[src/sv/stm_ram.sv]
// Generic single-clock RAM with one write port and one registered read port.
`timescale 1ns / 1ps

module stm_ram #(
    parameter int WIDTH = 16,
    parameter int DEPTH = 256
) (
    input  logic                     i_clk,
    input  logic                     i_we,
    input  logic [$clog2(DEPTH)-1:0] i_waddr,
    input  logic [WIDTH-1:0]         i_wdata,
    input  logic [$clog2(DEPTH)-1:0] i_raddr,
    output logic [WIDTH-1:0]         o_rdata
);

    logic [WIDTH-1:0] r_mem [DEPTH];
    logic [WIDTH-1:0] r_rdata;

    always_ff @(posedge i_clk) begin
        if (i_we) begin
            r_mem[i_waddr] <= i_wdata;
        end
        r_rdata <= r_mem[i_raddr];
    end

    assign o_rdata = r_rdata;

endmodule

[config.mk]
export PLATFORM = sky130hd
export DESIGN_NAME = stm_ram
export DESIGN_NICKNAME = d
export VERILOG_FILES = /design/src/sv/stm_ram.sv
export SDC_FILE = /design/constraint.sdc
export NUM_CORES = 2
export LEC_CHECK = 0
export BUFFER_PORTS_ARGS = -buffer_cell sky130_fd_sc_hd__buf_4
export CAP_MARGIN = 30
export CORE_ASPECT_RATIO = 1.2
export CORE_MARGIN = 4
export CORE_UTILIZATION = 51
export CTS_BUF_LIST = sky130_fd_sc_hd__clkbuf_8
export DETAILED_ROUTE_END_ITERATION = 8
export PLACE_DENSITY = 0.66
export SLEW_MARGIN = 5
export SYNTH_ARGS = -nofsm -noshare
export SYNTH_HDL_FRONTEND = slang
export SYNTH_SLANG_ARGS = --single-unit
export TNS_END_PERCENT = 50
[constraint.sdc]
create_clock -name i_clk -period 2.8 [get_ports i_clk]
set_input_delay 0.28 -clock i_clk [delete_from_list [all_inputs] [get_ports i_clk]]
set_output_delay 0.28 -clock i_clk [all_outputs]
set_load 0.005 [all_outputs]
### Word-level counts from Yosys, hierarchy flattened

Memories as Yosys holds them, arrays and structs flattened. A register that Yosys moved wholly into a read port is not among the register bits.
Cells that the tools add are included.

| word-level totals | value |
|---|---|
| bits of input ports | 34 |
| memory bits (writable) | 4,096 |
| flip-flop bits (word level) | 0 |
| memories kept | 1 |
| output and inout bits | 16 |

| cells by class | value |
|---|---|
| mux-type cells | 2 |

Memories:

| memory | words | bits a word | read ports | clocked after memory_dff | wr ports | line | source |
|---|---|---|---|---|---|---|---|
| r_mem | 256 | 16 | 1 | 1 | 1 | 16 | `logic [WIDTH-1:0] r_mem [DEPTH];` |

Operators with widths:

| operator | count |
|---|---|
| $mux W1 | 2 |

### Longest topological paths before layout

| logic depth | value |
|---|---|
| depth in word-level cells | 2 |
| depth in mapped cells | 12 |
| depth with buffers taken out | 6 |

### Worst setup path after synthesis

No wires, ideal clock.

| timing path | value |
|---|---|
| path kind | input port to flip-flop |
| start point | input port i_waddr[3] |
| end point | memory r_mem[235][0], enable pin |
| cell stages on the path | 6 |
| setup slack | 0.355 ns |
| data arrival time | 2.057 ns |
| path buffers | 3 |
| setup time | 0.388 ns |
| cells stage by stage | clkbuf_1 nor2b_1 clkbuf_1 nand4_1 clkbuf_1 nor2_1 |

RTL lines:

| item | line | source |
|---|---|---|
| start, declared | 10 | `input logic [$clog2(DEPTH)-1:0] i_waddr,` |
| end, declared | 16 |  |

Straight into the memory's write port.

==> run_results.csv <==
group,metric,value,unit
run_status,outcome,"finished clean",
min_path,worstHoldStart,"i_waddr[7]",
logic_synthesis,seq_area_frac_synth,77.7,%
detailed_routing,num_vias,82475,
floorplan,io_pins,50,
detailed_routing,drt_wl_total,428000,um
cts,clock-root-buffer,"clkbuf_8",
cells_and_area,instances_no_fill,13128,
cts,cts_buffers,623,
cells_and_area,seq_area,123000,um^2
setup_path,crit_path_end_kind,"register",
setup_path,rr_endpoint,"o_rdata[15]",
setup_path,reg2reg_slack,50,ps
setup_path,criticalPathCategory,"register to register",
pwr,finalPower,121,mW
min_path,min_path_cells,5,
placed_design,dpl_cell_area,171000,um^2
setup_path,cp-start-kind,"register",
cts,clk_pin_slew_worst_paths,60,ps
floorplan,initial_core_util,51.2,%
logic_synthesis,syn_nets,7394,
floorplan,die_height,619,um
cts,cts.sinks,4112,
setup_path,cp.arrival,3700,ps
cts,cts_tree,"yes",
setup_path,cpLargestDelayFamily,"multiplexers",
timing,hold_viol,0,
setup_path,regToRegStartpoint,"r_mem[139][15]",
grt,track_usage,26.5,%
setup_path,cp_max_fo,1,
logic_synthesis,yosys_warnings,0,
detailed_routing,wl_per_cell,32.6,um
detailed_routing,drt_first_pass_iters,7,
logic_synthesis,synth-edff-count,4096,
detailed_routing,drc,0,
grt,gr-total-overflow,0,
cells_and_area,layout_common_cells,"edfxtp_1, buf_4, mux4_2, clkbuf_8, mux2i_1",
placed_design,hpwl,270000,um
timing,grt_setup_unrepaired,"no",
timing,setup_tns,0,ps
timing,holdWs,116,ps
logic_synthesis,synth_area,159000,um^2
floorplan,die_width,517,um
setup_path,crit_required,3750,ps
cells_and_area,area_growth_syn_to_layout,15.0,%
timing,period_minus_slack,2750,ps
cells_and_area,drive_gt1_share,29.8,%
detailed_routing,drt_iter0_drc,10416,
logic_synthesis,yosys_most_used_dff,"edfxtp_1",
logic_synthesis,syn_avg_cell_area,21.6,um^2
setup_path,slowest_stage,"mux4_2",
setup_path,crit_chain,"mux4_2 > mux2_2 > a221oi_1 > buf_4 > o31ai_1 > buf_4 > o32ai_2 > buf_4 > nor4_1",
cells_and_area,final_util,58.9,%
cts,max-clock-path-buffers,4,
logic_synthesis,synth_cells,7360,
placed_design,io_buffers,49,
timing,fin_skew,88.0,ps
timing,max_freq,364,MHz
cells_and_area,nNetsFinal,8610,
detailed_routing,via_per_inst,6.28,
setup_path,crit_buf_inv,3,
setup_path,crit_path_frequent_cell,"buf_4",
floorplan,num_rows,224,
cells_and_area,multiInputGateArea,32900,um^2
grt,antenna_found_initial,25,
pwr,ir_drop,0.000439,V
logic_synthesis,ys_types,52,
pwr,leakagePower,60.0,nW
flow_run,drv_cap,0,
min_path,min_path_type,"primary input to register",
timing,setup_viol,0,
detailed_routing,ant_nets,0,
timing,setup_slack,50.7,ps
timing,finalMaxSlewViolations,0,
timing,slew_headroom,26.2,%
logic_synthesis,synth-seq-cells,4112,
cts,h-tree-depth,6,
pwr,power-per-cell-area,661,nW/um^2
grt,grt_pass1_wl,607000,um
floorplan,die_area,320000,um^2
cells_and_area,fill_cells,22058,
placed_design,dp_cells,11993,
cts,clock_latency,1100,ps
cells_and_area,mostFrequentLayoutCell,"edfxtp_1",
placed_design,gp_congestion,0.903,
setup_path,r2r_cells,9,
timing,worstMarginPinSlew,1110,ps
logic_synthesis,synthArstFlopShare,0,%
grt,grt_pass1_vias,83046,
timing,finalCritPeriodShare,98.2,%
min_path,worst_hold_path.endpoint,"r_mem[209][12]",
grt,grt_max_degree,99,
cells_and_area,final_cell_area,183000,um^2
placed_design,place_ws,-934,ps
setup_path,cp_slowest_stage_delay,500,ps
floorplan,core_area,310000,um^2
area by class of cell:
type | count | area share (%)
sequential | 4112 | 67.6
clock buffer | 640 | 4.83
antenna | 11 | 0.0151
clock inverter | 458 | 1.34
multi-input combinational | 2792 | 18.0
inverter | 4 | 0.0151
tap | 4068 | 2.79
timing repair buffer | 1043 | 5.44
Yosys cell counts, drive strengths merged, types with 16 or more instances:
cell type  count  area (um^2)
a22oi         43          323
nand3         35          175
a22o          32          280
mux2i        565         5660
o21ai         38          190
o221ai       253         2220
nand4         26          163
a211oi        18          135
mux4         797        17900
o22ai        148          926
buf          222         1810
clkbuf       230          863
o32ai         21          191
nor2         304         1140
mux2          88          991
a221oi        28          245
nor4          18          119
a21oi        175          876
nand2         38          143
nor3          92          460
edfxtp      4096       123000
o31ai         16          120
dfxtp         16          320
worst min-delay path: cells and delay by family:
kind,cells,cell delay (ps)
AND/OR/NAND/NOR,2,280
buffers and inverters,3,500
timing repair:
action,CTS,global route
hold buffers,26,0
resized for setup,4,0
hold endpoints to repair,3151,0
setup buffers,0,0
endpoints found under the setup margin,4,0
cells by family after synthesis:
family	share of synthesized area, %
buffers and inverters	1.69
DFF	77.7
muxes	15.5
AOI/OAI and AO/OA	3.54
and+or+nand+nor	1.57
flip-flops by register name (all words and copies together), names as in the netlist:
signal and flops:
r_mem 4096, o_rdata 16
how the worst max path moves through the flow:
| stage | from | end | cells past startpoint |
|---|---|---|---|
| after global placement | i_raddr[0] | o_rdata[3] | 11 |
| after floorplan | i_waddr[3] | r_mem[235][0] | 6 |
| after global routing | r_mem[54][15] | o_rdata[15] | 7 |
| after detailed placement | i_raddr[0] | o_rdata[5] | 11 |
| after CTS | r_mem[139][15] | o_rdata[15] | 9 |
| final | r_mem[139][15] | o_rdata[15] | 9 |
layer usage:
layer	up-vias	part of all wire, %	track usage, %
li1	33825	-	-
met1	43453	38	35.8
met2	4369	48	42.3
met3	820	8.8	5.00
met4	8	5.2	12.3
met5	-	0.013	0
power breakdown:
part	switching [mW]	leakage (nW)	internal, mW
combinational	4.42	16.5	2.78
clock	22.8	6.48	22.7
sequential	0.129	36.9	67.9
No activity file was read; power rests on OpenSTA's default activity.
