[src/sv/stm_pkg.sv]
// Shared types and codes for the stack token machine.
`timescale 1ns / 1ps

package stm_pkg;

    // Stack entry tags
    localparam int TAG_W = 2;
    localparam logic [TAG_W-1:0] TAG_NUM = 2'd0;
    localparam logic [TAG_W-1:0] TAG_VAR = 2'd1;
    localparam logic [TAG_W-1:0] TAG_ARR = 2'd2;

    // Token commands
    localparam logic [4:0] CMD_LIT    = 5'd0;
    localparam logic [4:0] CMD_VREF   = 5'd1;
    localparam logic [4:0] CMD_AREF   = 5'd2;
    localparam logic [4:0] CMD_ADD    = 5'd3;
    localparam logic [4:0] CMD_SUB    = 5'd4;
    localparam logic [4:0] CMD_MUL    = 5'd5;
    localparam logic [4:0] CMD_DIV    = 5'd6;
    localparam logic [4:0] CMD_MOD    = 5'd7;
    localparam logic [4:0] CMD_ASSIGN = 5'd8;
    localparam logic [4:0] CMD_GT     = 5'd9;
    localparam logic [4:0] CMD_LT     = 5'd10;
    localparam logic [4:0] CMD_GE     = 5'd11;
    localparam logic [4:0] CMD_LE     = 5'd12;
    localparam logic [4:0] CMD_EQ     = 5'd13;
    localparam logic [4:0] CMD_NE     = 5'd14;
    localparam logic [4:0] CMD_SHL    = 5'd15;
    localparam logic [4:0] CMD_SHR    = 5'd16;
    localparam logic [4:0] CMD_BAND   = 5'd17;
    localparam logic [4:0] CMD_LAND   = 5'd18;
    localparam logic [4:0] CMD_BOR    = 5'd19;
    localparam logic [4:0] CMD_LOR    = 5'd20;
    localparam logic [4:0] CMD_BNOT   = 5'd21;
    localparam logic [4:0] CMD_LNOT   = 5'd22;
    localparam logic [4:0] CMD_INDEX  = 5'd23;
    localparam logic [4:0] CMD_PRINT  = 5'd24;
    localparam logic [4:0] CMD_IF     = 5'd25;
    localparam logic [4:0] CMD_ELSE   = 5'd26;
    localparam logic [4:0] CMD_END    = 5'd27;
    localparam logic [4:0] CMD_WHILE  = 5'd28;
    localparam logic [4:0] CMD_DO     = 5'd29;
    localparam logic [4:0] CMD_ALLOC  = 5'd30;

    // Error codes
    localparam logic [3:0] ERR_OK     = 4'd0;
    localparam logic [3:0] ERR_UNDER  = 4'd1;
    localparam logic [3:0] ERR_KIND   = 4'd2;
    localparam logic [3:0] ERR_RANGE  = 4'd3;
    localparam logic [3:0] ERR_DALLOC = 4'd4;
    localparam logic [3:0] ERR_HEAP   = 4'd5;
    localparam logic [3:0] ERR_OVF    = 4'd6;
    localparam logic [3:0] ERR_DZERO  = 4'd7;
    localparam logic [3:0] ERR_HALT   = 4'd8;

    // Divider request and response
    typedef struct packed {
        logic               start;
        logic signed [15:0] dividend;
        logic signed [15:0] divisor;
    } t_div_req;

    typedef struct packed {
        logic        done;
        logic [15:0] quot;
        logic [15:0] rem;
    } t_div_rsp;

endpackage

[src/sv/stm_alu.sv]
// Combinational 16-bit ALU for arithmetic, compare, shift and logic tokens.
`timescale 1ns / 1ps

module stm_alu
    import stm_pkg::*;
(
    input  logic [4:0]         i_op,
    input  logic signed [15:0] i_a,
    input  logic signed [15:0] i_b,
    output logic [15:0]        o_result
);

    logic [15:0] prod;
    logic [4:0]  shamt;
    logic [15:0] shl;
    logic [15:0] shr;
    logic [31:0] ext;

    assign prod  = i_a * i_b;
    // out-of-range shift amounts act as 16
    assign shamt = (i_b < 16'sd0 || i_b > 16'sd31) ? 5'd16 : i_b[4:0];
    assign shl   = 16'({16'b0, i_a} << shamt);
    assign ext   = {{16{i_a[15]}}, i_a};
    assign shr   = 16'($signed(ext) >>> shamt);

    always_comb begin
        unique case (i_op)
            CMD_ADD:  o_result = i_a + i_b;
            CMD_SUB:  o_result = i_a - i_b;
            CMD_MUL:  o_result = prod;
            CMD_GT:   o_result = {15'b0, i_a > i_b};
            CMD_LT:   o_result = {15'b0, i_a < i_b};
            CMD_GE:   o_result = {15'b0, i_a >= i_b};
            CMD_LE:   o_result = {15'b0, i_a <= i_b};
            CMD_EQ:   o_result = {15'b0, i_a == i_b};
            CMD_NE:   o_result = {15'b0, i_a != i_b};
            CMD_SHL:  o_result = shl;
            CMD_SHR:  o_result = shr;
            CMD_BAND: o_result = i_a & i_b;
            CMD_LAND: o_result = {15'b0, (i_a != 16'sd0) && (i_b != 16'sd0)};
            CMD_BOR:  o_result = i_a | i_b;
            CMD_LOR:  o_result = {15'b0, (i_a != 16'sd0) || (i_b != 16'sd0)};
            CMD_BNOT: o_result = ~i_a;
            default:  o_result = {15'b0, i_a == 16'sd0};
        endcase
    end

endmodule

[config.mk]
export PLATFORM = sky130hd
export DESIGN_NAME = stm_alu
export DESIGN_NICKNAME = d
export VERILOG_FILES = /design/src/sv/stm_pkg.sv /design/src/sv/stm_alu.sv
export SDC_FILE = /design/constraint.sdc
export NUM_CORES = 1
export LEC_CHECK = 0
export BUFFER_PORTS_ARGS = -buffer_cell sky130_fd_sc_hd__buf_4
export CAP_MARGIN = 25
export CORE_UTILIZATION = 45
export DETAILED_ROUTE_END_ITERATION = 16
export GPL_TIMING_DRIVEN = 0
export PLACE_DENSITY = 0.66
export SYNTH_ARGS = -nofsm -noshare
export SYNTH_HDL_FRONTEND = slang
export SYNTH_SLANG_ARGS = --single-unit
[constraint.sdc]
create_clock -name vclk -period 5.2
set_clock_uncertainty 0.05 [all_clocks]
set_input_delay 0.26 -clock vclk [all_inputs]
set_output_delay 0.26 -clock vclk [all_outputs]
set_load 0.05 [all_outputs]
# After elaboration in Yosys (flattened, before gate mapping)
# Index checks and enable logic that the tools add are counted.
totals:
  out_inout_bits: 16
  in_bits: 37
  register_bits: 0
  elab_cells: 40
op_classes:
  n_addsub: 2
  order_cmp: 6
  shifts: 2
  n_eq_ne: 18
  muxes: 2
  multipliers: 1
  n_bitwise: 3
  n_reduce_logical: 6
op_table:
  columns: ["cell", "count"]
  rows:
  - ["16-bit case mux with 16 select lines", 1]
  - ["5-bit by 4-bit equality test with 1-bit output, second input constant", 7]
  - ["16-bit nonzero test", 2]
  - ["5-bit equality test, second input constant", 6]
  - ["16-bit adder", 1]
  - ["16-bit bitwise AND", 1]
  - ["16-bit equality test", 1]
  - ["16-bit >= comparator", 1]
  - ["16-bit > comparator", 1]
  - ["16-bit by 6-bit > comparator with 1-bit output, second input constant", 1]
  - ["16-bit less-or-equal comparator", 1]
  - ["16-bit logical NOT", 1]
  - ["16-bit by 1-bit < comparator with 1-bit output, second input constant", 1]
  - ["16-bit < comparator", 1]
  - ["16-bit by 16-bit multiplier with 16-bit output", 1]
  - ["16-bit != test", 1]
  - ["16-bit NOT", 1]
  - ["16-bit OR", 1]
  - ["16-bit by 5-bit left shift with 16-bit output", 1]
  - ["16-bit by 5-bit >>> shifter with 16-bit output", 1]
  - ["16-bit subtractor", 1]
  - ["5-bit by 3-bit equality test with 1-bit output, second input constant", 2]
  - ["5-bit by 2-bit equality test with 1-bit output, second input constant", 1]
  - ["5-bit two-way mux", 1]
  - ["2 further kinds", 3]

# Longest topological paths before layout
# Gate-level depths: netlist (run 1).
logic_depth:
  ltp_word: 5
  mapped_depth: 25
  depth_no_buf: 23

# Least setup slack after synthesis (run 1)
# No wires, ideal clock.
synth_timing:
  path_kind: "in2out"
  from: "input port i_b[1]"
  to: "output port o_result[14]"
  setup_slack_ns: -1.104
  path_buffers: 2
  t_required_ns: 4.890
  arrival_ns: 5.994
  cell_stages: 19
  path_cell_list: "clkbuf_1 clkbuf_1 nand2_1 fa_1 fa_1 fa_1 fa_1 inv_1 fa_1 inv_1 fa_1 inv_1 ha_1 and3_1 a211oi_1 o21bai_1 a21oi_1 xor2_1 o211ai_1"
synth_between:
  elab_chain_cells: 5
  word_cells_on_any_way: 10
  cone_classes: "add/sub: 2; mul: 1; order compare: 2; shift: 2; mux: 2; reduce/logical: 1"
synth_rtl:
  columns: ["item", "line_no", "source"]
  rows:
  - ["start: declaration", "stm_alu.sv:9", "input logic signed [15:0] i_b,"]
  - ["branches (longest 4 deep; another with 16-bit by 16-bit multiplier with 16-bit output)", null, null]
  - ["16-bit case mux with 16 select lines (*)", "stm_alu.sv:27", "unique case (i_op)"]
  - ["end: declaration", "stm_alu.sv:10", "output logic [15:0] o_result"]
# Every way passes the cells marked *.

# Final worst setup path (run 1)
layout_timing:
  from: "input port i_a[4]"
  to: "output port o_result[14]"
layout_between:
  elab_chain_cells: 2
  word_cells_on_any_way: 6
  cone_classes: "add/sub: 2; mul: 1; shift: 2; mux: 1"
layout_rtl:
  columns: ["item", "line_no", "source"]
  rows:
  - ["start: declaration", "stm_alu.sv:8", "input logic signed [15:0] i_a,"]
  - ["16-bit by 16-bit multiplier with 16-bit output (tied with other cells)", "stm_alu.sv:19", "assign prod = i_a * i_b;"]
  - ["16-bit case mux with 16 select lines (*)", "stm_alu.sv:27", null]
# Every way passes the cells marked *; elsewhere a longest branch is shown, timed or not.

==> impl_metrics.ini, run 1 <==
[synthesis]
synthMuxAreaShare = 0.0728
synth-simple-area-share = 0.204
ys_seq_area_frac = 0
ys_types = 68
synth_top_family_by_area = adder cells
synth_xor_area_frac = 0.0481
syn_avg_cell_area_um2 = 7.27
syn_inst = 1127
syn-cell-area_um2 = 8190
synthAdderAreaFrac = 0.364
syn_nets = 1354
yosysWarnings = 0
synth-compound-area-share = 0.199

[min_path]
min_from = i_a[9]
whs_path_depth = 4
min_path_type = in -> out
holdPathEnd = o_result[9]

[sta]
hold_viol = 0
fin_crit_ns = 5.75
finalCritPeriodShare = 1.11
rsz0062_at_grt = true
slew-limit-headroom = 0.147
setup_ws_ns = -0.554
fin_setup_tns_ns = -3.18
fmax_ghz = 0.174
tightestPinTransition_ns = 1.27
slew_violations = 0
setup_viol = 9

[final_layout]
seq_cell_count = 0
final_nets = 1453
nClkBuffers = 0
multi_input_area_um2 = 7800
post-route-util = 0.586
fillers = 1672
area_growth_syn_to_layout_pct = 25.4
design_area_um2 = 10300
register_area_um2 = 0
drive_gt1_frac = 0.211

[floorplanning]
die_y_um = 137
die_area_um2 = 18800
fp-row-count = 48
num_io_pins = 53
initial_utilization = 0.467
core_um2 = 17500
die_x_um = 137

[route]
vias_per_cell = 6.27
wirelength_um = 36800
via_count = 9093
drtAntennaViolNets = 0
dr.first_iter.drc_count = 961
routedWlPerCell_um = 25.4
drcViolationCount = 0
dr.pass1.iters = 5

[power_and_ir_drop]
power.total_w = 0.00450
ir_drop_mv = 1.21
powerDensity_nw_per_um2 = 438
p_leak_nw = 4.79

[clock_tree]
holdBufCountCts = 0

[run_status]
status = finished with violations
violations = negative setup slack

[place]
dpl_cell_area_um2 = 9120
hpwl_um = 28500
numPortBuffers = 49
gp_congestion = 1.00
pre_cts_slack_ns = -1.25

[job]
maxCapViolations = 0

[setup_path]
start_kind = primary input
critPathCaptureType = primary output
cp.required_ns = 4.89
cp.arrival_ns = 5.44
path_max_fanout = 10
crit_type = in -> out

[global_route]
track_usage = 0.399
grt.overflow.total = 0
grt_pass1_vias = 8647
grt_antenna_before_repair = 1
grt_max_degree = 16
grt_pass1_wl_um = 54300
==> logic make-up after synthesis <==
family / count (synthesis)
and+or+nand+nor: 365
xor gates and xnor gates: 45
adders and majority gates: 190
muxes: 47
AOI/OAI and AO/OA: 240
buffers and inverters: 240
==> timing repair <==
item / in CTS / in global routing
setup endpoints to repair: 10 / 10
gates resized for setup: 103 / 74
setup buffers: 39 / 15
pin swaps: 54 / 31
==> through the flow <==
stage | cells | hold slack [ns]
floorplan | 1127 | 1.04
global placement | 1401 | 1.17
detailed placement | 1402 | 1.17
CTS | 1435 | 1.12
global route | 1450 | 1.13
finish | 1450 | 1.13
==> synthesized netlist by cell type, types with 3 or more instances <==
cell type,n,share of area
nand2_1,123,0.056
and4_1,3,0.0032
buf_2,5,0.0031
nor3_1,27,0.016
nor2_1,133,0.061
o31ai_1,6,0.0055
a211oi_1,12,0.011
xnor2_1,34,0.036
nor2b_1,4,0.0031
o21a_1,6,0.0055
a221o_1,7,0.0086
a31oi_1,7,0.0053
a22oi_1,7,0.0064
nand4_1,6,0.0046
o2111ai_1,3,0.0032
a21o_1,9,0.0082
clkbuf_1,61,0.028
a2111oi_0,7,0.0075
or3_1,5,0.0038
fa_1,81,0.20
clkinv_1,6,0.0027
or4_1,4,0.0037
ha_1,109,0.17
nand2b_1,8,0.0061
mux2_2,5,0.0069
o221ai_1,12,0.013
a211o_1,3,0.0032
nor4_1,12,0.0092
a21oi_1,62,0.038
nand3_1,16,0.0098
a221oi_1,6,0.0064
a31o_2,5,0.0053
inv_1,165,0.076
o21bai_1,6,0.0055
and3_1,8,0.0061
mux2i_1,33,0.040
xor2_1,11,0.012
o22ai_1,7,0.0053
o21ai_0,37,0.023
o211ai_1,16,0.015
buf_4,3,0.0027
mux4_2,7,0.019
==> how the worst max path moves through the flow <==
| stage | start | to | slack [ns] | cells after the start |
|---|---|---|---|---|
| after floorplan | i_a[6] | o_result[14] | -0.45 | 20 |
| after global placement | i_a[1] | o_result[14] | -1.23 | 22 |
| after detailed placement | i_a[1] | o_result[14] | -1.25 | 22 |
| after CTS | i_b[1] | o_result[14] | -0.60 | 21 |
| after global routing | i_b[3] | o_result[14] | -0.72 | 21 |
| final | i_a[4] | o_result[14] | -0.55 | 21 |
==> layout by cell type (no fill, tap or decap), types with 7 or more instances in the layout <==
cell,n
a211oi_1,10
a22oi_1,7
mux2i_1,33
nand2_1,113
buf_4,82
and3_1,7
nor2_1,124
nor4_1,11
a21oi_1,54
buf_6,17
nand2b_1,8
ha_1,93
a31oi_1,7
o21ai_0,33
xor2_1,9
o22ai_1,7
inv_1,139
clkbuf_16,10
inv_2,14
nor3_1,26
nand3_1,16
a21o_1,9
o211ai_1,16
xnor2_1,27
clkbuf_1,34
ha_4,14
o221ai_1,12
a221o_1,7
mux4_2,7
fa_1,77
==> per-layer routing <==
metal	track usage	vias up	part of all wire
met5	0	-	0
met4	0.165	0	0.052
met3	0.0789	99	0.11
met2	0.602	577	0.42
met1	0.553	4375	0.41
li1	-	4042	-
==> critical path, cell delays in order <==
cell	delay [ns]
buf_6	0.16
clkbuf_16	0.20
nand2_2	0.07
fa_1	0.54
inv_1	0.06
fa_1	0.53
ha_1	0.14
inv_1	0.05
fa_1	0.48
fa_1	0.51
fa_1	0.54
inv_2	0.05
ha_4	0.23
a21o_1	0.19
a31o_4	0.23
a211oi_4	0.28
o21bai_2	0.10
a21oi_2	0.19
xor2_2	0.31
o211ai_1	0.12
buf_4	0.22
==> power by group <==
part / total [W] / leakage (nW) / switching (W) / internal [W]
Clock: 0.0000000000224 / 0.00000634 / 0 / 0.0000000000224
Sequential: 0 / 0 / 0 / 0
Combinational: 0.00450 / 4.79 / 0.00256 / 0.00194
Total: 0.00450 / 4.79 / 0.00256 / 0.00194
==> area by class of cell <==
| class | instances | area share |
|---|---|---|
| multi-input combinational | 887 | 0.759 |
| timing repair buffer | 105 | 0.0906 |
| inverter | 171 | 0.0715 |
| buffer | 61 | 0.0511 |
| tap | 225 | 0.0274 |
| antenna | 1 | 0.000243 |
No activity file was read; power rests on OpenSTA's default activity.
==> inputs of run 2 (changes only) <==
PLACE_DENSITY = 0.63   (was 0.66)
TNS_END_PERCENT = 10   (was not set)
clock period = 6.24 ns   (was 5.2 ns; I/O delays follow)
==> run 2 against run 1 <==
The run now ends clean. Core utilization shrank 6.8 points. Sequential cell count did not move. Non-clock buffer count shrank 50. Count of clock-buffer cells in the layout stayed put. Final cell count decreased by 3.4%. Critical endpoint is now o_result[13]. Hold slack gained 0.21 ns. Sequential share of layout area stayed put. First-iteration DRC count grew 16%. Cell area is 12% lower.
==> impl_metrics.ini, run 2 (synthesis results as in run 1) <==
[sta]
fin_setup_tns_ns = 0
rsz0062_at_grt = true
fmax_ghz = 0.163
slew-limit-headroom = 0.204
finalCritPeriodShare = 0.983
hold_viol = 0
setup_viol = 0
tightestPinTransition_ns = 1.16
slew_violations = 0
holdWs_ns = 1.34
fin_crit_ns = 6.13

[route]
via_count = 8862
routedWlPerCell_um = 25.3
drcViolationCount = 0
wirelength_um = 35400
dr.first_iter.drc_count = 1116
dr.pass1.iters = 6
vias_per_cell = 6.33
drtAntennaViolNets = 0

[final_layout]
final_nets = 1403
layout_commonest_cell = inv_1
seq_cell_count = 0
area_growth_syn_to_layout_pct = 10.9
fillers = 1817
register_area_um2 = 0
mostFrequentLayoutCells = inv_1, nor2_1, nand2_1
nClkBuffers = 0
drive_gt1_frac = 0.114

[setup_path]
crit_type = in -> out
critPathCaptureType = primary output
path_max_fanout = 9
cp.arrival_ns = 5.77
start_kind = primary input
cp.required_ns = 5.88

[floorplanning]
die_x_um = 137
die_area_um2 = 18800
fp-row-count = 48
initial_utilization = 0.467
core_um2 = 17500
die_y_um = 137
num_io_pins = 53

[global_route]
track_usage = 0.383
grt.overflow.total = 0
grt_max_degree = 16
grt_pass1_vias = 8388
grt_antenna_before_repair = 1
grt_pass1_wl_um = 52600

[place]
gp_congestion = 1.02
hpwl_um = 29300
numPortBuffers = 49

[run_status]
status = completed

[min_path]
min_path_type = in -> out

[job]
maxCapViolations = 0
==> run 2: cell types whose count changed in the layout (fill, tap and decap cells not counted), sizes merged <==
cell	delta
buf	-40
clkbuf	-9
clkinv	-4
clkinvlp	+4
dlymetal6s2s	-1
==> run 2: final timing paths <==
kind / cells after the start / start / endpoint / slack, ns
setup / recovery: 20 / i_a[6] / o_result[13] / 0.11
hold / removal: 5 / i_a[11] / o_result[11] / 1.34
==> run 2: final cells by class <==
cell class / count / area (µm²) / share of cell area
repair buffers: 63 / 482 / 0.0530
multi-input cells: 887 / 7350 / 0.808
diodes: 1 / 2.50 / 0.000275
well taps: 225 / 282 / 0.0310
inverters: 171 / 696 / 0.0765
plain buffers: 53 / 282 / 0.0310
==> run 2: layer usage <==
layer / vias up / GRT usage / wire length (µm) / part of all wire
met5: - / 0 / 0 / 0
li1: 3943 / - / - / -
met3: 84 / 0.0741 / 3840 / 0.11
met1: 4246 / 0.531 / 14700 / 0.42
met4: 0 / 0.159 / 1710 / 0.048
met2: 589 / 0.579 / 15100 / 0.43
==> run 2: critical path: stages <==
cell and delay (ns):
buf_4 0.17, ha_1 0.32, fa_1 0.55, inv_1 0.07
fa_1 0.47, inv_1 0.05, fa_1 0.48, fa_1 0.53
fa_1 0.50, inv_1 0.05, fa_1 0.47, inv_1 0.04
ha_1 0.33, nand3_1 0.13, a21oi_2 0.07, nor3_1 0.24
xor2_1 0.41, nor2_1 0.08, a211o_1 0.30, buf_4 0.19
==> run 2: stage by stage <==
stage,utilization,instance area (µm²),setup slack [ns],std cells
final,0.518,9090,0.106,1400
after global routing,0.518,9090,-0.00219,1399
after CTS,0.509,8930,0.000350,1394
after detailed placement,0.505,8850,-1.15,1402
after global placement,0.505,8850,-1.10,1401
after floorplan,-,8200,0.0256,1127
==> run 2: repair_timing <==
item,CTS,global route
endpoints found under the setup margin,10,6
hold buffers,0,0
pin swaps,2,7
gates resized for setup,26,39
setup buffers,3,10
gates cloned,0,0
