==> src/sv/stm_pkg.sv <==
// Shared types and codes for the stack token machine.
`timescale 1ns / 1ps

package stm_pkg;

    // Stack entry tags
    localparam int TAG_W = 2;
    localparam logic [TAG_W-1:0] TAG_NUM = 2'd0;
    localparam logic [TAG_W-1:0] TAG_VAR = 2'd1;
    localparam logic [TAG_W-1:0] TAG_ARR = 2'd2;

    // Token commands
    localparam logic [4:0] CMD_LIT    = 5'd0;
    localparam logic [4:0] CMD_VREF   = 5'd1;
    localparam logic [4:0] CMD_AREF   = 5'd2;
    localparam logic [4:0] CMD_ADD    = 5'd3;
    localparam logic [4:0] CMD_SUB    = 5'd4;
    localparam logic [4:0] CMD_MUL    = 5'd5;
    localparam logic [4:0] CMD_DIV    = 5'd6;
    localparam logic [4:0] CMD_MOD    = 5'd7;
    localparam logic [4:0] CMD_ASSIGN = 5'd8;
    localparam logic [4:0] CMD_GT     = 5'd9;
    localparam logic [4:0] CMD_LT     = 5'd10;
    localparam logic [4:0] CMD_GE     = 5'd11;
    localparam logic [4:0] CMD_LE     = 5'd12;
    localparam logic [4:0] CMD_EQ     = 5'd13;
    localparam logic [4:0] CMD_NE     = 5'd14;
    localparam logic [4:0] CMD_SHL    = 5'd15;
    localparam logic [4:0] CMD_SHR    = 5'd16;
    localparam logic [4:0] CMD_BAND   = 5'd17;
    localparam logic [4:0] CMD_LAND   = 5'd18;
    localparam logic [4:0] CMD_BOR    = 5'd19;
    localparam logic [4:0] CMD_LOR    = 5'd20;
    localparam logic [4:0] CMD_BNOT   = 5'd21;
    localparam logic [4:0] CMD_LNOT   = 5'd22;
    localparam logic [4:0] CMD_INDEX  = 5'd23;
    localparam logic [4:0] CMD_PRINT  = 5'd24;
    localparam logic [4:0] CMD_IF     = 5'd25;
    localparam logic [4:0] CMD_ELSE   = 5'd26;
    localparam logic [4:0] CMD_END    = 5'd27;
    localparam logic [4:0] CMD_WHILE  = 5'd28;
    localparam logic [4:0] CMD_DO     = 5'd29;
    localparam logic [4:0] CMD_ALLOC  = 5'd30;

    // Error codes
    localparam logic [3:0] ERR_OK     = 4'd0;
    localparam logic [3:0] ERR_UNDER  = 4'd1;
    localparam logic [3:0] ERR_KIND   = 4'd2;
    localparam logic [3:0] ERR_RANGE  = 4'd3;
    localparam logic [3:0] ERR_DALLOC = 4'd4;
    localparam logic [3:0] ERR_HEAP   = 4'd5;
    localparam logic [3:0] ERR_OVF    = 4'd6;
    localparam logic [3:0] ERR_DZERO  = 4'd7;
    localparam logic [3:0] ERR_HALT   = 4'd8;

    // Divider request and response
    typedef struct packed {
        logic               start;
        logic signed [15:0] dividend;
        logic signed [15:0] divisor;
    } t_div_req;

    typedef struct packed {
        logic        done;
        logic [15:0] quot;
        logic [15:0] rem;
    } t_div_rsp;

endpackage

==> src/sv/stm_div.sv <==
// Iterative signed 16-bit divider, one quotient bit per cycle.
`timescale 1ns / 1ps

module stm_div
    import stm_pkg::*;
(
    input  logic     i_clk,
    input  logic     i_rst_n,
    input  t_div_req i_req,
    output t_div_rsp o_rsp
);

    logic        r_busy;
    logic        r_done;
    logic [3:0]  r_cnt;
    logic [15:0] r_rem;
    logic [15:0] r_quo;
    logic [15:0] r_dvs;
    logic        r_qneg;
    logic        r_rneg;

    logic [16:0] trial;
    logic [16:0] diff;
    logic [15:0] abs_a;
    logic [15:0] abs_b;

    // magnitudes; the most negative value maps to 0x8000
    assign abs_a = i_req.dividend[15] ? 16'(-i_req.dividend) : i_req.dividend;
    assign abs_b = i_req.divisor[15]  ? 16'(-i_req.divisor)  : i_req.divisor;

    // restoring step
    assign trial = {r_rem, r_quo[15]};
    assign diff  = trial - {1'b0, r_dvs};

    always_ff @(posedge i_clk) begin
        if (!i_rst_n) begin
            r_busy <= 1'b0;
            r_done <= 1'b0;
            r_cnt  <= '0;
        end else begin
            r_done <= 1'b0;
            if (i_req.start) begin
                r_busy <= 1'b1;
                r_cnt  <= '0;
            end else if (r_busy) begin
                r_cnt <= r_cnt + 4'd1;
                if (r_cnt == 4'd15) begin
                    r_busy <= 1'b0;
                    r_done <= 1'b1;
                end
            end
        end
    end

    // datapath
    always_ff @(posedge i_clk) begin
        if (i_req.start) begin
            r_rem  <= '0;
            r_quo  <= abs_a;
            r_dvs  <= abs_b;
            r_qneg <= i_req.dividend[15] ^ i_req.divisor[15];
            r_rneg <= i_req.dividend[15];
        end else if (r_busy) begin
            if (!diff[16]) begin
                r_rem <= diff[15:0];
                r_quo <= {r_quo[14:0], 1'b1};
            end else begin
                r_rem <= trial[15:0];
                r_quo <= {r_quo[14:0], 1'b0};
            end
        end
    end

    // sign correction: quotient truncates toward zero, remainder follows dividend
    assign o_rsp.done = r_done;
    assign o_rsp.quot = r_qneg ? 16'(-r_quo) : r_quo;
    assign o_rsp.rem  = r_rneg ? 16'(-r_rem) : r_rem;

endmodule

==> config.mk <==
export PLATFORM = sky130hd
export DESIGN_NAME = stm_div
export DESIGN_NICKNAME = d
export VERILOG_FILES = /design/src/sv/stm_pkg.sv /design/src/sv/stm_div.sv
export SDC_FILE = /design/constraint.sdc
export NUM_CORES = 1
export LEC_CHECK = 0
export BUFFER_PORTS_ARGS = -buffer_cell sky130_fd_sc_hd__buf_2
export CAP_MARGIN = 5
export CORE_MARGIN = 10
export CORE_UTILIZATION = 40
export CTS_BUF_LIST = sky130_fd_sc_hd__clkbuf_4
export CTS_CLUSTER_DIAMETER = 50
export CTS_CLUSTER_SIZE = 10
export DETAILED_ROUTE_END_ITERATION = 8
export GPL_ROUTABILITY_DRIVEN = 0
export GPL_TIMING_DRIVEN = 0
export PLACE_DENSITY = 0.59
export SLEW_MARGIN = 30
export SYNTH_ARGS = -nofsm -noshare
export SYNTH_HDL_FRONTEND = slang
export SYNTH_SLANG_ARGS = --single-unit
export TNS_END_PERCENT = 50
==> constraint.sdc <==
create_clock -name i_clk -period 2.67 [get_ports i_clk]
set_input_delay 0.801 -clock i_clk [delete_from_list [all_inputs] [get_ports i_clk]]
set_output_delay 0.801 -clock i_clk [all_outputs]
set_load 0.03 [all_outputs]
Word level (Yosys, flattened, before mapping):

Cells that the tools add are included.
W data, S select, Z words.

* register bits after elaboration: 56
* bits of input ports: 35
* word-level logic and storage cells: 34

* $add $sub $neg: 6
* eq/ne operators: 1
* muxes and demuxes: 12
* bitwise operators: 3
* reductions and logical operators: 3

Operator list (count)
* $mux W16: 6
* $neg A16 Y16: 4
* $sub A17 B16 Y17: 1
* $mux W15: 1
* $mux W1: 5
* $add A4 B1 Y4 const B: 1
* $eq A4 B4 Y1 const B: 1
* $reduce_or A3 Y1: 1
* $not A1 Y1: 2
* $reduce_bool A2 Y1: 1
* $reduce_or A2 Y1: 1
* $xor A1 B1 Y1: 1

Depth between registers and ports, before layout:

Gate-level depths: netlist of run 1.

* depth in word-level cells: 4
* mapped depth: 11

Worst setup path after synthesis of run 1:

OpenSTA, ideal clock, no wires.

* kind: register to output
* start: register r_quo[2]
* end: output o_rsp[31] in the netlist's numbering
* arrival: 2.077 ns
* required time: 1.869 ns
* path slack: -0.208 ns
* stages on the path, launching flop included: 7
* buffers on the path: 0
* cell sequence: edfxtp_1 nor3_1 nand2_1 or3_1 or4_1 o31ai_1 xnor2_1

RTL lines
* from (decl): RTL line stm_div.sv:17 `logic [15:0] r_quo;`
* from (signal assigned): RTL line stm_div.sv:59 `r_quo <= abs_a;`
* from (signal assigned): RTL line stm_div.sv:66 `r_quo <= {r_quo[14:0], 1'b1};`
* from (signal assigned): RTL line stm_div.sv:69 `r_quo <= {r_quo[14:0], 1'b0};`
* to (decl): RTL line stm_div.sv:10 `output t_div_rsp o_rsp`

==> impl_results.md, run 1 <==
- Sink Count: 56
- Failing checks: setup timing
- Initial core utilization: 40.9%
- First-pass GRT wire length: 18200 um
- Critical path buffers and inverters: 1
- Multi-input logic area: 0.00291 mm2
- Share of post-route cells with drive strength above 1: 31.5%
- NetSw: 1.27 mW
- Placed Instances: 679
- Root Buffer: clkbuf_4
- Minimum clock period: 3410 ps
- Synth top cells by count: nand2_1 (49), xnor2_1 (49), nor2_1 (40)
- Full die area: 0.0151 mm2
- GR Layer Usage met3: 2.43%
- YS warnings: 0
- DR pass1 iterations: 4
- Vias/cell: 5.41
- Top FF cell, synth: edfxtp_1
- Hold Buf Count CTS: 0
- EDFF count, synth: 34
- Critical path class: reg -> out
- Mapped Cells: 476
- Drt drc: 0
- Post-synth top area cell: edfxtp_1
- Critical path's slowest cell: or4_4
- Seq/Total Area, Yosys: 34.6%
- CP endpoint kind: primary output
- Core ar.: 0.0103 mm2
- Initial drt markers: 257
- DP Worst Slack: -459 ps
- Comb power frac: 49.2%
- Slew Limit Fails: 0
- Syn_nets: 533
- Maximum fanout along the worst path: 3
- Max Cap Viol: 0
- TritonCTS clock tree: done
- Least-Margin Pin Slew: 601 ps
- CP Cell Sequence: nor3_2 > nand2_1 > or3_4 > or4_4 > o41ai_4 > xnor2_2 > buf_6
- Total Power: 3.22 mW
- Final period util: 128%
- Top cell type's share of synthesized area: 24.2%
- Setup Viol. Count Final: 29
- Final hold violations: 0
- Maximum clock frequency: 294 MHz
- Chip height: 123 um
- Fill cell count: 942
- Io pins: 68
- Grt peak-use layer: met2
- Arr. time, crit path: 2610 ps
- Synth Cell Area: 0.00422 mm2
- Worst Hold Class: reg -> reg
- Req. time, crit path: 1870 ps
- Area contributors post-synth: edfxtp_1 (24%), dfxtp_1 (10%), xnor2_1 (10%)
- Clk slew on worst S/H paths: 160 ps
- H-tree levels: 2
- PortBufs: 67
- Syn Area/Cell: 8.87 um2
- Startpoint Class: flop
- Post-DP HPWL: 8550 um
- Die X: 123 um
- Async set-reset flop share out of synthesis: 0%
- Worst Hold Margin: 501 ps
- GR Util met1: 18.7%
- Net Sw Frac: 39.6%
- Number of routed nets with antenna violations: 0
- Seq pwr share: 35.4%
- Final net count: 641
- Placed standard-cell area: 0.00477 mm2
- Worst clock skew: 18.0 ps
- Pwr dens: 577 mW/mm2
- CTS Buf Count: 5
- Pin count of the biggest net entering global routing: 20
- RSZ-0062 raised after global routing: true
- Worst Setup Slack, final: -736 ps
- FP Rows: 37
- Clock network fraction of design power: 15.4%
- Non-Filler Instances: 722
- Number of antenna violations at the first check in global routing: 0
- Syn-to-layout area delta: 32.2%
- Clock Latency Late Sink: 390 ps
- Crit-path leading delay family: simple AND/OR/NAND/NOR gates
- Vias in the first global route: 3738
- Total Routing Usage GR: 14.6%
- Slew headroom: 59.9%
- Internal power: 1.94 mW
- Run status: finished with violations
- Peak per-stage delay on the critical path: 480 ps
- Wire length per cell: 16.0 um
- Finished Cell Area: 0.00558 mm2
- Total gr overflow: 0
- FF/Latch Area: 0.00148 mm2
- Worst vdd ir: 0.255 mV
- Maximum buffer depth of the clock tree: 2
- Via total after detailed routing: 3907
- LEAKAGE: 2.25 nW
- Post-synth cell types: 61
- Yosys reg bits: 56
- Met2 global-route usage: 25.1%
- Final wirelength: 11500 um
## sequential cells by signal, summed over array words and instances (netlist names)
name / cells
r_rem: 16
r_rneg: 1
r_cnt: 4
r_quo: 16
r_done: 1
r_qneg: 1
r_dvs: 16
r_busy: 1
## through the flow
step,util (%),setup TNS [ps]
after detailed placement,46.2,-6790
final,54.0,-7920
after CTS,51.3,-7860
after global routing,54.0,-12070
after floorplan,-,-289
after global placement,46.2,-6240
## metal layers
layer / vias to the layer above / part of all wire (%)
met5: - / 0
met4: 0 / 1.2
li1: 1921 / -
met1: 1884 / 46
met2: 92 / 48
met3: 10 / 4.7
## area by class of cell
type / instances / share of cell area, %
antenna: 1 / 0.0449
clock buffer: 7 / 0.942
inverter: 27 / 1.95
tap: 136 / 3.05
buffer: 20 / 2.02
clock inverter: 1 / 0.538
timing repair buffer: 101 / 12.9
sequential: 56 / 26.5
multi-input combinational: 373 / 52.1
## cell families (layout without fill, tap and decap cells)
group | after synthesis | in the layout | synth area share [%]
AO/OA/AOI/OAI | 111 | 111 | 17.4
XOR/XNOR | 72 | 72 | 15.1
adder cells (fa/ha/maj) | 22 | 22 | 6.70
buffers and inverters | 47 | 156 | 4.80
flip-flops | 56 | 56 | 34.6
multiplexers | 15 | 15 | 3.65
other | 0 | 1 | 0
AND/OR/NAND/NOR | 153 | 153 | 17.7
## cell usage in the layout (no fill, tap or decap), types with 6 or more instances in the layout
master,synthesis,layout
dfxtp_1,22,15
clkbuf_1,13,11
buf_6,2,22
buf_2,0,45
clkbuf_4,0,8
edfxtp_1,34,34
o31ai_4,0,7
nand3_1,7,6
xnor2_1,49,43
nand2_2,0,6
a211oi_1,12,11
ha_1,21,19
nand2_1,49,42
mux2i_1,12,11
a21oi_1,31,31
o31ai_1,14,6
nand2b_1,11,9
nor2_1,40,37
o21ai_0,15,14
inv_1,26,23
xor2_1,22,22
buf_4,3,40
## what timing repair did
item	in CTS	in global routing
setup buffers	23	15
resized for setup	72	64
pin swaps	19	34
cloned	1	1
hold endpoints to repair	0	0
setup endpoints to repair	38	44
## power groups by stage
stage	registers [mW]	clock network, mW	logic [mW]
after floorplan	1.11	0	0.946
after global placement	1.14	0	1.24
after detailed placement	1.14	0	1.26
after CTS	1.13	0.505	1.45
after global routing	1.15	0.530	1.71
final	1.14	0.496	1.58
## worst min-delay path: stages (launching register included)
cell	delay, ps
dfxtp_1	360
nand2_1	70
nor3_1	40
## worst paths after layout
| kind | from | to | slack (ps) | cells past startpoint |
|---|---|---|---|---|
| worst max register to register | r_rem[0] | r_quo[0] | -30 | 13 |
| worst min register to register | r_cnt[3] | r_done | 500 | 2 |
| worst max-delay path | r_quo[2] | o_rsp[29] | -740 | 7 |
| worst min-delay path | r_cnt[3] | r_done | 500 | 2 |
Power figures use the tool's default switching activity.
==> inputs of run 2 (changes only) <==
--- a/config.mk
+++ b/config.mk
@@ -7,15 +7,17 @@
 export LEC_CHECK = 0
 export BUFFER_PORTS_ARGS = -buffer_cell sky130_fd_sc_hd__buf_2
 export CAP_MARGIN = 5
+export CELL_PAD_IN_SITES_DETAIL_PLACEMENT = 0
+export CELL_PAD_IN_SITES_GLOBAL_PLACEMENT = 1
 export CORE_MARGIN = 10
 export CORE_UTILIZATION = 40
 export CTS_BUF_LIST = sky130_fd_sc_hd__clkbuf_4
 export CTS_CLUSTER_DIAMETER = 50
 export CTS_CLUSTER_SIZE = 10
 export DETAILED_ROUTE_END_ITERATION = 8
-export GPL_ROUTABILITY_DRIVEN = 0
+export GPL_ROUTABILITY_DRIVEN = 1
 export GPL_TIMING_DRIVEN = 0
-export PLACE_DENSITY = 0.59
+export PLACE_DENSITY = 0.75
 export SLEW_MARGIN = 30
 export SYNTH_ARGS = -nofsm -noshare
 export SYNTH_HDL_FRONTEND = slang
==> impl_results.md, run 2 (same netlist as run 1, synthesis figures left out) <==
- Run status: finished with violations
- Failing checks: setup timing
- Wire length per cell: 16.2 um
- HP Start: r_cnt[3]
- DR pass1 iterations: 5
- FP Rows: 37
- Syn-to-layout area delta: 30.0%
- Post-DP HPWL: 8660 um
- Chip height: 123 um
- Worst clock skew: 24.4 ps
- Core ar.: 0.0103 mm2
- Peak per-stage delay on the critical path: 470 ps
- Startpoint Class: flop
- Final GP Congestion: 0.849
- TritonCTS clock tree: done
- Initial core utilization: 40.9%
- Full die area: 0.0151 mm2
- Fill cell count: 990
- LEAKAGE: 2.23 nW
- Clk slew on worst S/H paths: 180 ps
- Via total after detailed routing: 3790
- Maximum clock frequency: 298 MHz
- Initial drt markers: 203
- Top Registers: r_dvs (16), r_quo (16), r_rem (16)
- PortBufs: 67
- Worst Hold Class: reg -> reg
- Sink Count: 56
- Total gr overflow: 0
- H-tree levels: 2
- Share of post-route cells with drive strength above 1: 31.6%
- Crit path from: r_quo[0]
- Total Routing Usage GR: 15.0%
- Req. time, crit path: 1870 ps
- Pwr dens: 564 mW/mm2
- CTS Buf Count: 5
- Commonest non-fill, non-tap cells in the layout: buf_2 (45), buf_4 (43), xnor2_1 (42)
- Die X: 123 um
- DP Worst Slack: -427 ps
- Reg2reg start: r_dvs[0]
- Final hold violations: 0
- Hold Buf Count CTS: 0
- Number of antenna violations at the first check in global routing: 1
- CP endpoint kind: primary output
- Slew headroom: 58.0%
- Max Cap Viol: 0
- Clock Latency Late Sink: 390 ps
- Io pins: 68
- RSZ-0062 raised after global routing: true
- Critical path class: reg -> out
- Number of routed nets with antenna violations: 0
- Arr. time, crit path: 2550 ps
- Worst Setup Slack, final: -681 ps
- Slew Limit Fails: 0
- Drt drc: 0
- Critical path's slowest cell: or4_4
- Root Buffer: clkbuf_4
- Vias/cell: 5.26
- Final core utilization: 53.1%
- Vias in the first global route: 3629
- Most common cell after layout, fill and taps aside: buf_2
- Maximum fanout along the worst path: 3
- Worst vdd ir: 0.257 mV
- Least-Margin Pin Slew: 630 ps
- First-pass GRT wire length: 18500 um
- CP Cell Sequence: nor3_2 > nand2_1 > or3_4 > or4_4 > o41ai_4 > xnor2_2 > buf_6
- Final period util: 126%
- Maximum buffer depth of the clock tree: 2
- Setup Viol. Count Final: 23
- Final net count: 639
- Final wirelength: 11600 um
- Minimum clock period: 3350 ps
- Pin count of the biggest net entering global routing: 20
run 2: cell type report:
cell class                 count  area, um2  share of cell area [%]
multi-input combinational    373       2860                    52.2
sequential                    56       1490                    27.1
timing repair buffer          99        687                    12.5
tap                          136        170                    3.10
buffer                        20        113                    2.05
inverter                      27        109                    1.98
clock buffer                   6       45.0                   0.821
clock inverter                 2       10.0                   0.182
antenna                        1       2.50                  0.0456
run 2: critical path, delay by kind of cell, from the launching register on:
family | cells | cell delay, ps
buf+inv | 1 | 150
flops | 1 | 440
simple gates | 4 | 1160
compound gates | 1 | 280
xor+xnor | 1 | 160
run 2: per-layer routing:
metal / wire length (um) / up-vias / global-route usage, %
li1: - / 1913 / -
met1: 5510 / 1792 / 21.0
met2: 5450 / 77 / 23.6
met3: 579 / 8 / 2.43
met4: 110 / 0 / 3.53
met5: 0 / - / 0
run 2: what timing repair did:
action | CTS | global route
gates cloned | 0 | 2
gates resized for setup | 77 | 50
buffers inserted | 25 | 11
setup endpoints to repair | 33 | 45
pin swaps | 16 | 26
run 2: worst paths after layout:
path | to | slack, ps | cells past startpoint
max reg2reg | r_rem[0] | -60 | 9
min reg2reg | r_done | 510 | 2
max | o_rsp[29] | -680 | 7
min | r_done | 510 | 2
run 2: stage by stage:
| step | cell area, um2 | instances | hold WS (ps) | total power, mW | TNS [ps] |
|---|---|---|---|---|---|
| floorplan | 4260 | 476 | 457 | 2.05 | -289 |
| detailed placement | 4770 | 679 | 493 | 2.40 | -7960 |
| CTS | 5270 | 712 | 516 | 3.01 | -6510 |
| finish | 5490 | 720 | 512 | 3.09 | -5510 |
| global placement | 4770 | 679 | 481 | 2.39 | -7750 |
| global route | 5490 | 720 | 531 | 3.30 | -9720 |
run 2: power breakdown:
group	internal (mW)	switching [mW]	leakage, nW
clock network	0.113	0.270	0.0363
registers	1.02	0.120	0.520
logic	0.699	0.870	1.67
==> inputs of run 3 (changes only) <==
--- a/config.mk
+++ b/config.mk
@@ -5,6 +5,7 @@
 export SDC_FILE = /design/constraint.sdc
 export NUM_CORES = 1
 export LEC_CHECK = 0
+export ABC_AREA = 1
 export BUFFER_PORTS_ARGS = -buffer_cell sky130_fd_sc_hd__buf_2
 export CAP_MARGIN = 5
 export CELL_PAD_IN_SITES_DETAIL_PLACEMENT = 0
@@ -17,7 +18,7 @@
 export DETAILED_ROUTE_END_ITERATION = 8
 export GPL_ROUTABILITY_DRIVEN = 1
 export GPL_TIMING_DRIVEN = 0
-export PLACE_DENSITY = 0.75
+export PLACE_DENSITY = 0.76
 export SLEW_MARGIN = 30
 export SYNTH_ARGS = -nofsm -noshare
 export SYNTH_HDL_FRONTEND = slang
==> constraint.sdc (replaced) <==
create_clock -name i_clk -period 3.2 [get_ports i_clk]
set_input_delay 0.96 -clock i_clk [delete_from_list [all_inputs] [get_ports i_clk]]
set_output_delay 0.96 -clock i_clk [all_outputs]
set_load 0.03 [all_outputs]
==> impl_results.md, run 3 <==
- Number of antenna violations at the first check in global routing: 1
- Net Sw Frac: 38.3%
- Initial core utilization: 40.7%
- Slew Limit Fails: 0
- Run status: finished clean
- Seq pwr share: 47.2%
- Most common cell after layout, fill and taps aside: nand2_1
- Hold Buf Count CTS: 0
- Post-synth top area cell: edfxtp_1
- Syn-to-layout area delta: 17.7%
- Minimum clock period: 3180 ps
- CTS Buf Count: 5
- Syn_nets: 752
- First-pass GRT wire length: 20500 um
- FP Rows: 39
- Final GP Congestion: 0.894
- Arr. time, crit path: 2220 ps
- PortBufs: 67
- Pwr dens: 335 mW/mm2
- Synth top cells by count: nand2_1 (219), inv_1 (127), nand3_1 (49)
- Sink Count: 56
- Setup Viol. Count Final: 0
- Worst Hold Class: reg -> reg
- Simple-gate share of the synthesized area: 32.9%
- Maximum clock frequency: 315 MHz
- Die X: 128 um
- Core ar.: 0.0114 mm2
- Seq/Total Area, Yosys: 31.6%
- Final net count: 836
- Maximum buffer depth of the clock tree: 2
- Initial drt markers: 257
- Adder-cell share of the synthesized area: 6.11%
- Startpoint Class: flop
- DR pass1 iterations: 6
- Post-synth cell types: 33
- Comb power frac: 34.2%
- Multiplexer share of the synthesized area: 0%
- CP endpoint kind: primary output
- Placed standard-cell area: 0.00514 mm2
- Pin count of the biggest net entering global routing: 20
- Internal power: 1.13 mW
- Largest family of logic cells by synthesized area: simple AND/OR/NAND/NOR gates
- TritonCTS clock tree: done
- Async set-reset flop share out of synthesis: 0%
- XOR/XNOR share of the synthesized area: 10.6%
- Top Registers: r_dvs (16), r_quo (16), r_rem (16)
- Syn Area/Cell: 6.66 um2
- Vias in the first global route: 4253
- Req. time, crit path: 2240 ps
- Clock Latency Late Sink: 410 ps
- Total gr overflow: 0
- Yosys reg bits: 56
- Least-Margin Pin Slew: 691 ps
- Final wirelength: 12700 um
- Wire length per cell: 13.8 um
- H-tree levels: 2
- Share of post-route cells with drive strength above 1: 17.2%
- Vias/cell: 4.81
- Area contributors post-synth: edfxtp_1 (22%), nand2_1 (18%), inv_1 (10%)
- Post-DP HPWL: 10500 um
- Full die area: 0.0163 mm2
- LEAKAGE: 2.95 nW
- Chip height: 128 um
- Maximum fanout along the worst path: 3
- Root Buffer: clkbuf_4
- Io pins: 68
- Most numerous cell in the Yosys netlist: nand2_1
- Final hold violations: 0
- Number of routed nets with antenna violations: 0
- EDFF count, synth: 34
- Max Cap Viol: 0
- Worst vdd ir: 0.170 mV
- Commonest non-fill, non-tap cells in the layout: nand2_1 (217), inv_1 (123), buf_2 (58)
- Total Routing Usage GR: 15.2%
- Mapped Cells: 695
- Critical path class: reg -> out
- Synth Cell Area: 0.00463 mm2
- YS warnings: 0
- Top cell type's share of synthesized area: 22.1%
- Worst clock skew: 13.8 ps
- Clk slew on worst S/H paths: 180 ps
- Via total after detailed routing: 4449
- Slew headroom: 53.9%
- Clock network fraction of design power: 18.6%
- Finished Cell Area: 0.00545 mm2
- Final period util: 99.3%
- Fill cell count: 1159
- RSZ-0062 raised after global routing: true
- NetSw: 0.699 mW
- Synth Area in Compound Gates: 6.49%
- Reg2Reg Setup Slack: 640 ps
- Top FF cell, synth: edfxtp_1
- Drt drc: 0
- Final core utilization: 47.9%
[run 3: cell types whose count changed after synthesis, moves of 12 or more]
cell      previous run  this run
xnor2_1             49         8
xor2_1              22        48
o21ai_0             15        28
nand2_1             49       219
inv_1               26       127
nand3_1              7        49
o31ai_1             14         1
a211oi_1            12         0
mux2i_1             12         0
[run 3: critical path, stage by stage, from the launching register on]
cell,delay [ps]
edfxtp_1,460
inv_1,90
ha_1,150
inv_2,60
nor4_4,180
nand4_1,190
o21ai_1,230
xor2_1,220
clkbuf_4,230
[run 3: stage by stage]
stage | TNS (ps) | hold WS, ps | instances | setup slack, ps | power, mW
2_1_floorplan | 0 | 449 | 695 | 426 | 1.26
3_3_place_gp | 0 | 464 | 905 | 199 | 1.45
3_5_place_dp | 0 | 467 | 905 | 183 | 1.45
4_1_cts | 0 | 491 | 919 | 2.84 | 1.81
5_1_grt | -215 | 507 | 924 | -61.7 | 1.94
6_report | 0 | 486 | 924 | 23.8 | 1.83
[run 3: layout make-up]
type / count / area, um2 / area share, %
Antenna cell: 1 / 2.50 / 0.0459
Buffer: 17 / 92.6 / 1.70
Clock buffer: 5 / 37.5 / 0.689
Clock inverter: 3 / 25.0 / 0.459
Inverter: 128 / 485 / 8.91
Multi-Input combinational cell: 494 / 2710 / 49.8
Sequential cell: 56 / 1470 / 26.9
Tap cell: 143 / 179 / 3.28
Timing Repair Buffer: 77 / 447 / 8.20
[run 3: final timing paths]
path	from	to	depth (start not counted)
hold / removal	r_rem[2]	r_rem[2]	2
hold reg to reg	r_rem[2]	r_rem[2]	2
setup / recovery	r_quo[1]	o_rsp[28]	8
setup reg to reg	r_quo[15]	r_quo[0]	14
[run 3: cells by family after synthesis]
family | count (synthesis)
xor+xnor | 56
buf+inv | 145
simple gates | 360
flops | 56
fa+ha+maj | 22
compound gates | 56
[run 3: timing repair]
item                       CTS  global route
gates resized for setup     18            35
buffers inserted             6             4
setup endpoints to repair   12            13
pin swaps                    7            13
[run 3: per-layer routing]
metal | part of all wire, % | up-vias | GRT usage, %
met5 | 0 | - | 0
met4 | 1.8 | 0 | 4.83
met3 | 3.6 | 18 | 1.74
met2 | 47 | 86 | 25.3
met1 | 47 | 2012 | 20.1
li1 | - | 2333 | -
[run 3: power groups by stage]
stage | Clock, mW | Combinational (mW) | Sequential (mW)
after floorplan | 0 | 0.401 | 0.863
after global placement | 0 | 0.572 | 0.873
after detailed placement | 0 | 0.579 | 0.875
after CTS | 0.349 | 0.603 | 0.861
after global routing | 0.383 | 0.686 | 0.867
final | 0.339 | 0.625 | 0.861
